File: src/vector_magnitude_isqrt_3d_macros.svh
// ----------------------------------------------------------------------------
// Assertion macros for the vector magnitude block
// Implication checks, sampled on the rising edge and held off during reset.
// ----------------------------------------------------------------------------
`ifndef VECTOR_MAGNITUDE_ISQRT_3D_MACROS_SVH
`define VECTOR_MAGNITUDE_ISQRT_3D_MACROS_SVH

// Consequent must hold in the same cycle as the antecedent
`define VMI3_ASSERT_SAME(lbl, clk, rst_n, ante, cons, msg) \
    lbl: assert property (@(posedge clk) disable iff (!rst_n) (ante) |-> (cons)) \
        else $error(msg);

// Consequent must hold in the cycle after the antecedent
`define VMI3_ASSERT_NEXT(lbl, clk, rst_n, ante, cons, msg) \
    lbl: assert property (@(posedge clk) disable iff (!rst_n) (ante) |=> (cons)) \
        else $error(msg);

`endif

File: src/vmi3_pkg.sv
// ----------------------------------------------------------------------------
// vmi3_pkg
// Shared widths, sequencer states and control structs of the magnitude block.
// ----------------------------------------------------------------------------
`timescale 1ns / 1ps
`default_nettype none

package vmi3_pkg;

    // field and datapath widths
    localparam int FIELD_W = 31;            // one signed component
    localparam int SUM_W   = 62;            // sum of three squares, below 2^62
    localparam int ROOT_W  = 63;            // working root register
    localparam int CNT_W   = 5;             // step counter

    // sequencer step limits
    localparam int SQ_LAST  = 4;            // square phase runs steps 0..4
    localparam int SQ_MUL_LAST = 2;         // last component squared
    localparam int SQ_ACC_LAST = 3;         // last product accumulated
    localparam int RT_LAST  = 31;           // root phase runs 32 bit-pair steps

    // stream packing
    localparam int S_TDATA_W = 96;
    localparam int M_TDATA_W = 32;

    typedef enum logic [1:0] {
        ST_IDLE,
        ST_SQUARE,
        ST_ROOT,
        ST_DONE
    } t_state;

    // controls for the squaring accumulator
    typedef struct packed {
        logic       load;       // capture components, clear accumulator
        logic       mul_en;     // square selected component
        logic [1:0] sel;        // component select: 0 x, 1 y, 2 z
        logic       acc_en;     // add registered product
    } t_sq_ctl;

    // controls for the root unit
    typedef struct packed {
        logic init;             // load remainder, clear root, set trial bit
        logic step;             // one bit-pair iteration
    } t_rt_ctl;

endpackage

`default_nettype wire

File: src/vmi3_sumsq.sv
// ----------------------------------------------------------------------------
// vmi3_sumsq
// Sum of squares through one shared 31 x 31 multiplier, one component a step.
// ----------------------------------------------------------------------------
`timescale 1ns / 1ps
`default_nettype none

module vmi3_sumsq (
    input  wire logic                              i_clk,
    input  wire vmi3_pkg::t_sq_ctl                 i_ctl,
    input  wire logic signed [vmi3_pkg::FIELD_W-1:0] i_field_x,
    input  wire logic signed [vmi3_pkg::FIELD_W-1:0] i_field_y,
    input  wire logic signed [vmi3_pkg::FIELD_W-1:0] i_field_z,
    output logic [vmi3_pkg::SUM_W-1:0]             o_sum
);

    localparam int FW = vmi3_pkg::FIELD_W;
    localparam int SW = vmi3_pkg::SUM_W;

    // absolute value; the most negative code maps to 2^30, which still fits
    function automatic logic [FW-1:0] abs_field(input logic signed [FW-1:0] v);
        logic [FW-1:0] u;
        u = v;
        abs_field = v[FW-1] ? (~u + FW'(1)) : u;
    endfunction

    logic [FW-1:0] r_ax, r_ay, r_az;
    logic [FW-1:0] w_opnd;
    logic [SW-1:0] r_prod;
    logic [SW-1:0] r_acc;

    // component capture on transaction
    always_ff @(posedge i_clk) begin
        if (i_ctl.load) begin
            r_ax <= abs_field(i_field_x);
            r_ay <= abs_field(i_field_y);
            r_az <= abs_field(i_field_z);
        end
    end

    // operand select for the shared multiplier
    always_comb begin
        case (i_ctl.sel)
            2'd0:    w_opnd = r_ax;
            2'd1:    w_opnd = r_ay;
            default: w_opnd = r_az;
        endcase
    end

    // square, registered before the add
    always_ff @(posedge i_clk) begin
        if (i_ctl.mul_en) begin
            r_prod <= SW'(w_opnd) * SW'(w_opnd);
        end
    end

    // accumulate; three squares of at most 2^60 stay below 2^62
    always_ff @(posedge i_clk) begin
        if (i_ctl.load) begin
            r_acc <= '0;
        end else if (i_ctl.acc_en) begin
            r_acc <= r_acc + r_prod;
        end
    end

    assign o_sum = r_acc;

endmodule

`default_nettype wire

File: src/vmi3_isqrt.sv
// ----------------------------------------------------------------------------
// vmi3_isqrt
// Floor square root, bit-pair method, one trial subtract per cycle.
// ----------------------------------------------------------------------------
`timescale 1ns / 1ps
`default_nettype none

module vmi3_isqrt (
    input  wire logic                          i_clk,
    input  wire vmi3_pkg::t_rt_ctl             i_ctl,
    input  wire logic [vmi3_pkg::SUM_W-1:0]    i_sum,
    output logic [vmi3_pkg::FIELD_W-1:0]       o_root
);

    localparam int SW = vmi3_pkg::SUM_W;
    localparam int RW = vmi3_pkg::ROOT_W;

    logic [SW-1:0] r_rem;
    logic [RW-1:0] r_root;
    logic [RW-1:0] r_trial;
    logic [RW:0]   w_cand;
    logic          w_fit;
    logic [RW:0]   w_root_up;

    // shared unit: root + trial, compare against remainder
    assign w_cand    = {1'b0, r_root} + {1'b0, r_trial};
    assign w_fit     = ({(RW + 1 - SW)'(0), r_rem} >= w_cand);
    assign w_root_up = {2'b00, r_root[RW-1:1]} + {1'b0, r_trial};

    // iteration registers; trial starts at bit 62 and falls two bits a step
    always_ff @(posedge i_clk) begin
        if (i_ctl.init) begin
            r_rem   <= i_sum;
            r_root  <= '0;
            r_trial <= {1'b1, (RW - 1)'(0)};
        end else if (i_ctl.step) begin
            if (w_fit) begin
                r_rem  <= r_rem - w_cand[SW-1:0];
                r_root <= w_root_up[RW-1:0];
            end else begin
                r_root <= {1'b0, r_root[RW-1:1]};
            end
            r_trial <= {2'b00, r_trial[RW-1:2]};
        end
    end

    assign o_root = r_root[vmi3_pkg::FIELD_W-1:0];

endmodule

`default_nettype wire

File: src/vmi3_ctrl.sv
// ----------------------------------------------------------------------------
// vmi3_ctrl
// Sequencer: accept, square phase, root phase, hand-off to output register.
// ----------------------------------------------------------------------------
`timescale 1ns / 1ps
`default_nettype none

module vmi3_ctrl (
    input  wire logic           i_clk,
    input  wire logic           i_rst_n,
    input  wire logic           i_in_valid,
    input  wire logic           i_out_free,
    output logic                o_in_ready,
    output logic                o_load_out,
    output vmi3_pkg::t_sq_ctl   o_sq_ctl,
    output vmi3_pkg::t_rt_ctl   o_rt_ctl
);

    localparam int CW = vmi3_pkg::CNT_W;

    vmi3_pkg::t_state r_state, n_state;
    logic [CW-1:0]    r_cnt, n_cnt;

    // state and counter registers
    always_ff @(posedge i_clk) begin
        if (!i_rst_n) begin
            r_state <= vmi3_pkg::ST_IDLE;
            r_cnt   <= '0;
        end else begin
            r_state <= n_state;
            r_cnt   <= n_cnt;
        end
    end

    // next state
    always_comb begin
        n_state = r_state;
        case (r_state)
            vmi3_pkg::ST_IDLE:   if (i_in_valid) n_state = vmi3_pkg::ST_SQUARE;
            vmi3_pkg::ST_SQUARE: if (r_cnt == CW'(vmi3_pkg::SQ_LAST))
                                     n_state = vmi3_pkg::ST_ROOT;
            vmi3_pkg::ST_ROOT:   if (r_cnt == CW'(vmi3_pkg::RT_LAST))
                                     n_state = vmi3_pkg::ST_DONE;
            vmi3_pkg::ST_DONE:   if (i_out_free) n_state = vmi3_pkg::ST_IDLE;
            default:             n_state = vmi3_pkg::ST_IDLE;
        endcase
    end

    // step counter restarts on each phase change
    always_comb begin
        if ((n_state != r_state) || (r_state == vmi3_pkg::ST_IDLE) ||
            (r_state == vmi3_pkg::ST_DONE)) begin
            n_cnt = '0;
        end else begin
            n_cnt = r_cnt + CW'(1);
        end
    end

    // outputs
    always_comb begin
        o_in_ready      = 1'b0;
        o_load_out      = 1'b0;
        o_sq_ctl        = '0;
        o_rt_ctl        = '0;
        o_sq_ctl.sel    = r_cnt[1:0];
        case (r_state)
            vmi3_pkg::ST_IDLE: begin
                o_in_ready    = 1'b1;
                o_sq_ctl.load = i_in_valid;
            end
            vmi3_pkg::ST_SQUARE: begin
                o_sq_ctl.mul_en = (r_cnt <= CW'(vmi3_pkg::SQ_MUL_LAST));
                o_sq_ctl.acc_en = (r_cnt != '0) &&
                                  (r_cnt <= CW'(vmi3_pkg::SQ_ACC_LAST));
                o_rt_ctl.init   = (r_cnt == CW'(vmi3_pkg::SQ_LAST));
            end
            vmi3_pkg::ST_ROOT: begin
                o_rt_ctl.step = 1'b1;
            end
            vmi3_pkg::ST_DONE: begin
                o_load_out = i_out_free;
            end
            default: begin
                o_in_ready = 1'b0;
            end
        endcase
    end

endmodule

`default_nettype wire

File: src/vector_magnitude_isqrt_3d.sv
// ----------------------------------------------------------------------------
// vector_magnitude_isqrt_3d
// Floor of the Euclidean length of a three-component field vector.
// ----------------------------------------------------------------------------
// Usage:
//   Slave stream takes one vector per transaction; tdata carries x, y, z as
//   31-bit two's complement values. Master stream returns one 31-bit
//   magnitude per input vector, floor(sqrt(x^2 + y^2 + z^2)).
//   Sequence: the accepted vector is squared and accumulated in the square
//   phase, its root is built in the root phase, and the result is then
//   handed to the output register; only then is the next vector taken.
//   The square phase is paced by the single shared 31 x 31 multiplier,
//   the root phase by the one bit-pair subtract/compare unit, one result
//   bit per cycle.
//   tready on the slave side is high only while the sequencer is idle.
//   The result sits in an output register; a new vector is taken while it
//   waits. If the receiver still stalls when the next result is finished,
//   the sequencer holds that result and does not accept a further vector.
//   Reset (synchronous, active low) returns the sequencer to idle and drops
//   the output valid; the datapath and output data registers are not reset.
// ----------------------------------------------------------------------------
`timescale 1ns / 1ps
`default_nettype none

`include "vector_magnitude_isqrt_3d_macros.svh"

module vector_magnitude_isqrt_3d (
    input  wire logic                               i_clk,
    input  wire logic                               i_rst_n,
    input  wire logic                               i_s_axis_tvalid,
    output logic                                    o_s_axis_tready,
    // fields from bit 0: field_x[30:0], field_y[61:31], field_z[92:62], zero pad
    input  wire logic [vmi3_pkg::S_TDATA_W-1:0]     i_s_axis_tdata,
    output logic                                    o_m_axis_tvalid,
    input  wire logic                               i_m_axis_tready,
    // fields from bit 0: magnitude[30:0], zero pad
    output logic [vmi3_pkg::M_TDATA_W-1:0]          o_m_axis_tdata
);

    localparam int FW = vmi3_pkg::FIELD_W;

    logic signed [FW-1:0] w_field_x, w_field_y, w_field_z;
    vmi3_pkg::t_sq_ctl    w_sq_ctl;
    vmi3_pkg::t_rt_ctl    w_rt_ctl;
    logic [vmi3_pkg::SUM_W-1:0] w_sum;
    logic [FW-1:0]        w_root;
    logic                 w_load_out;
    logic                 w_out_free;
    logic                 w_in_acc;
    logic                 r_out_valid;
    logic [FW-1:0]        r_out_data;

    // unpack input transaction
    assign w_field_x = i_s_axis_tdata[FW-1:0];
    assign w_field_y = i_s_axis_tdata[2*FW-1:FW];
    assign w_field_z = i_s_axis_tdata[3*FW-1:2*FW];

    assign w_out_free = !r_out_valid || i_m_axis_tready;
    assign w_in_acc   = i_s_axis_tvalid && o_s_axis_tready;

    vmi3_ctrl u_ctrl (
        .i_clk      (i_clk),
        .i_rst_n    (i_rst_n),
        .i_in_valid (i_s_axis_tvalid),
        .i_out_free (w_out_free),
        .o_in_ready (o_s_axis_tready),
        .o_load_out (w_load_out),
        .o_sq_ctl   (w_sq_ctl),
        .o_rt_ctl   (w_rt_ctl)
    );

    vmi3_sumsq u_sumsq (
        .i_clk     (i_clk),
        .i_ctl     (w_sq_ctl),
        .i_field_x (w_field_x),
        .i_field_y (w_field_y),
        .i_field_z (w_field_z),
        .o_sum     (w_sum)
    );

    vmi3_isqrt u_isqrt (
        .i_clk  (i_clk),
        .i_ctl  (w_rt_ctl),
        .i_sum  (w_sum),
        .o_root (w_root)
    );

    // output register
    always_ff @(posedge i_clk) begin
        if (!i_rst_n) begin
            r_out_valid <= 1'b0;
        end else if (w_load_out) begin
            r_out_valid <= 1'b1;
        end else if (i_m_axis_tready) begin
            r_out_valid <= 1'b0;
        end
    end

    always_ff @(posedge i_clk) begin
        if (w_load_out) begin
            r_out_data <= w_root;
        end
    end

    assign o_m_axis_tvalid = r_out_valid;
    assign o_m_axis_tdata  = {(vmi3_pkg::M_TDATA_W - FW)'(0), r_out_data};

    // checks
    `VMI3_ASSERT_NEXT(a_busy_after_accept, i_clk, i_rst_n, w_in_acc, !o_s_axis_tready, "busy miss")
    `VMI3_ASSERT_SAME(a_load_only_free, i_clk, i_rst_n, w_load_out, w_out_free, "result overrun")
    `VMI3_ASSERT_NEXT(a_valid_after_load, i_clk, i_rst_n, w_load_out, o_m_axis_tvalid, "valid miss")

endmodule

`default_nettype wire

File: config.mk
export PLATFORM = sky130hd
export DESIGN_NAME = vector_magnitude_isqrt_3d
export DESIGN_NICKNAME = d
export VERILOG_FILES = /design/src/vmi3_pkg.sv /design/src/vmi3_sumsq.sv /design/src/vmi3_isqrt.sv /design/src/vmi3_ctrl.sv /design/src/vector_magnitude_isqrt_3d.sv
export VERILOG_INCLUDE_DIRS = /design/src /design/src/src
export SDC_FILE = /design/constraint.sdc
export NUM_CORES = 2
export LEC_CHECK = 0
export BUFFER_PORTS_ARGS = -buffer_cell sky130_fd_sc_hd__buf_2
export CAP_MARGIN = 25
export CORE_MARGIN = 4
export CORE_UTILIZATION = 45
export CTS_CLUSTER_SIZE = 24
export DETAILED_ROUTE_END_ITERATION = 7
export PLACE_DENSITY = 0.66
export SLEW_MARGIN = 25
export SYNTH_ARGS = -nofsm -noshare
export SYNTH_HDL_FRONTEND = slang
export SYNTH_SLANG_ARGS = --single-unit
export TNS_END_PERCENT = 100
File: constraint.sdc
create_clock -name i_clk -period 12.85 [get_ports i_clk]
set_clock_uncertainty 0.2 [all_clocks]
set_input_delay 0.6425 -clock i_clk [delete_from_list [all_inputs] [get_ports i_clk]]
set_output_delay 0.6425 -clock i_clk [all_outputs]
set_load 0.02 [all_outputs]
==> results by group <==
Synthesis
  • Flops & latches, synth: between 400 and 500
  • Post-synthesis instance area: approximately 55000 um2
  • Async set-reset flop share out of synthesis: 0
  • Synth top cells by count: inv_1 (1009), fa_1 (749), nand2_1 (678), ha_1 (457), nor2_1 (440)
  • Most area-consuming cells after synthesis: fa_1 (27%), edfxtp_1 (14%), ha_1 (10%)
  • Top-count cell post-synth: inv_1
  • Top-area cell type share of the netlist area: 0.2741
  • Syn avg cell area: slightly below 9 um2
  • Syn Nets: approximately 7.4k
  • Main synth FF type: edfxtp_1
  • Cells after Synth: a little over 6k
  • Cell accounting for the most synthesized area: fa_1
  • Seq/Total Area, Yosys: 0.1960
  • Synthesis Warnings: 0
  • Library cells used by synthesis: 90
  • Number of synthesized flops with an enable pin: ~250

Global route
  • Grt ovf: 0
  • Largest net degree at the start of global routing: 80
  • Initial antenna violation count: 0
  • Vias in the first global route: 43.94k
  • First-pass GRT wire length: about 230000 um
  • GRT Overall Usage: 0.2268

Worst setup path
  • WP data required: 13.02 ns
  • Setup CP Type: flop to flop
  • Crit path max fanout: 31
  • Most frequent CP cell: fa_1
  • CP max stage cell: clkinv_1
  • Critical path endpoint category: flop
  • Critical path data arrival time: about 11 ns
  • Crit path launch type: flop
  • Crit-path max cell delay: 0.88 ns

Layout
  • Nets: around 7.4k
  • Layout Cells excl Fill: ~7.8k
  • Layout cells sized above 1: 0.05681
  • Area delta synth->final: 7.127%
  • Fillcell total: ~11k
  • ANT cells: 0

STA
  • Final count of negative-setup-slack endpoints: 0
  • Tcrit/Tclk final: 0.8635
  • Slew @ Worst Pin: ~1.0 ns
  • Fmax: about 90 MHz
  • RSZ-0062 raised after global routing: no
  • Setup_tns: 0 ns
  • Min Hold Slack: between 0.05 and 0.06 ns
  • Max-slew headroom: 0.3019
  • Fin. max-slew vios: 0
  • Hold Violations, Final: 0
  • Tmin final: 11.10 ns

CTS
  • CTS clk-pin slew, worst paths: ~0.060 ns
  • CTS tree: done
  • Clock latency on the worst-skew pair: 0.64 ns
  • CTS max path bufs: 3
  • TritonCTS Buffers: 48
  • H-tree levels: 2
  • Post-CTS sizing: 0
  • Root Buffer: clkbuf_16
  • CTS sink count: a little over 400
  • Post-CTS setup buffers: 0
  • Cts hold-fix bufs: 2

Drt
  • DR pass1 iterations: 5
  • Drt drc: 0
  • Vias per inst: 5.447
  • First DRT Iteration DRCs: 2673
  • Wire per inst: between 15 and 20 um
  • Via count: between 40k and 50k
  • Routed Antenna Nets: 0
  • WL final: about 140000 um

Job
  • Maxcap violations: 0

Placement
  • RePlAce Congestion: 0.9267
  • Dpl cells: just under 8k
  • Port bufs: around 130
  • Detailed Place HPWL: 112600 um

Floorplan
  • Core ar.: approximately 120000 um2
  • Die area: about 130000 um2
  • Site row count: between 100 and 150
  • Chip Width: 356.7 um
  • Die Span Y: around 360 um
  • Initial Utilization: 0.4548
  • Ports: between 100 and 150

Run status
  • Status: finished clean

Hold path
  • Hold Crit Class: input pin to flop
-- cell families (layout without fill, tap and decap cells) --
| group | count (synthesis) | count (layout) | share of synthesized area |
|---|---|---|---|
| mux | 19 | 19 | 0.003614 |
| other cells | 1 | 1 | 0.00006855 |
| compound gates | 1257 | 1257 | 0.1444 |
| simple gates | 1588 | 1588 | 0.1294 |
| buf+inv | 1275 | 1305 | 0.08819 |
| xor+xnor | 373 | 373 | 0.05972 |
| fa+ha+maj | 1206 | 1206 | 0.3786 |
| flops | 412 | 412 | 0.1960 |
-- layer usage --
metal	routed length, um	track usage	part of all wire
met5	0	0	0
met4	4521	0.06405	0.032
met3	10630	0.03839	0.075
met2	64150	0.3703	0.45
met1	63230	0.3121	0.44
-- sequential cells by signal, indices dropped and copies added, names as in the netlist, 31 cells and up --
signal / flops
u_isqrt.r_rem: 62
u_sumsq.o_sum: 62
u_isqrt.r_trial: 32
u_sumsq.r_az: 31
u_sumsq.r_ax: 31
u_isqrt.r_root: 63
r_out_data: 31
u_sumsq.r_prod: 61
u_sumsq.r_ay: 31
-- per-stage QoR --
| stage | cell area (um2) | worst slack, ns | utilization |
|---|---|---|---|
| floorplan | 54710 | 3.112 | - |
| global placement | 56970 | 1.873 | 0.4736 |
| detailed placement | 56980 | 1.900 | 0.4737 |
| CTS | 58600 | 1.858 | 0.4872 |
| global route | 58600 | 1.195 | 0.4872 |
| finish | 58600 | 1.754 | 0.4872 |
-- worst max-delay path, delay by kind of cell, from the launching register on --
kind | cells | cell delay, ns
fa+ha+maj | 10 | 4.78
compound gates | 8 | 2.22
simple gates | 3 | 1.18
buf+inv | 9 | 1.86
flops | 1 | 0.43
xor+xnor | 1 | 0.14
-- layout make-up --
| class | instances | area (um2) | area share |
|---|---|---|---|
| Sequential cell | 412 | 10720 | 0.1829 |
| Timing Repair Buffer | 199 | 1176 | 0.02007 |
| Tap cell | 1612 | 2017 | 0.03442 |
| Clock inverter | 22 | 207.7 | 0.003544 |
| Clock buffer | 67 | 1396 | 0.02383 |
| Multi-Input combinational cell | 4444 | 39260 | 0.6700 |
| Inverter | 1017 | 3822 | 0.06522 |
-- path summary, 6_finish.rpt --
kind                 startpoint            endpoint  slack [ns]  cells after the start
min          i_s_axis_tdata[62]     u_sumsq.r_az[0]        0.05                      1
max reg2reg     u_ctrl.r_cnt[1]  u_sumsq.r_prod[60]        1.75                     31
max             u_ctrl.r_cnt[1]  u_sumsq.r_prod[60]        1.75                     31
min reg2reg   u_isqrt.r_root[0]       r_out_data[0]        0.27                      0
-- layout by cell type, fill, tap and decap left out, drive strengths merged, types with 197 or more instances in the layout --
| cell type | netlist | routed |
|---|---|---|
| ha | 457 | 457 |
| o21ai | 261 | 261 |
| a21oi | 433 | 433 |
| buf | 33 | 197 |
| fa | 749 | 749 |
| xnor2 | 251 | 251 |
| nor2 | 441 | 441 |
| nand2 | 678 | 678 |
| edfxtp | 247 | 247 |
| inv | 1009 | 1011 |
Power is not shown: default switching activity piles up to over one toggle a cycle in this logic, so the estimate is an artifact.
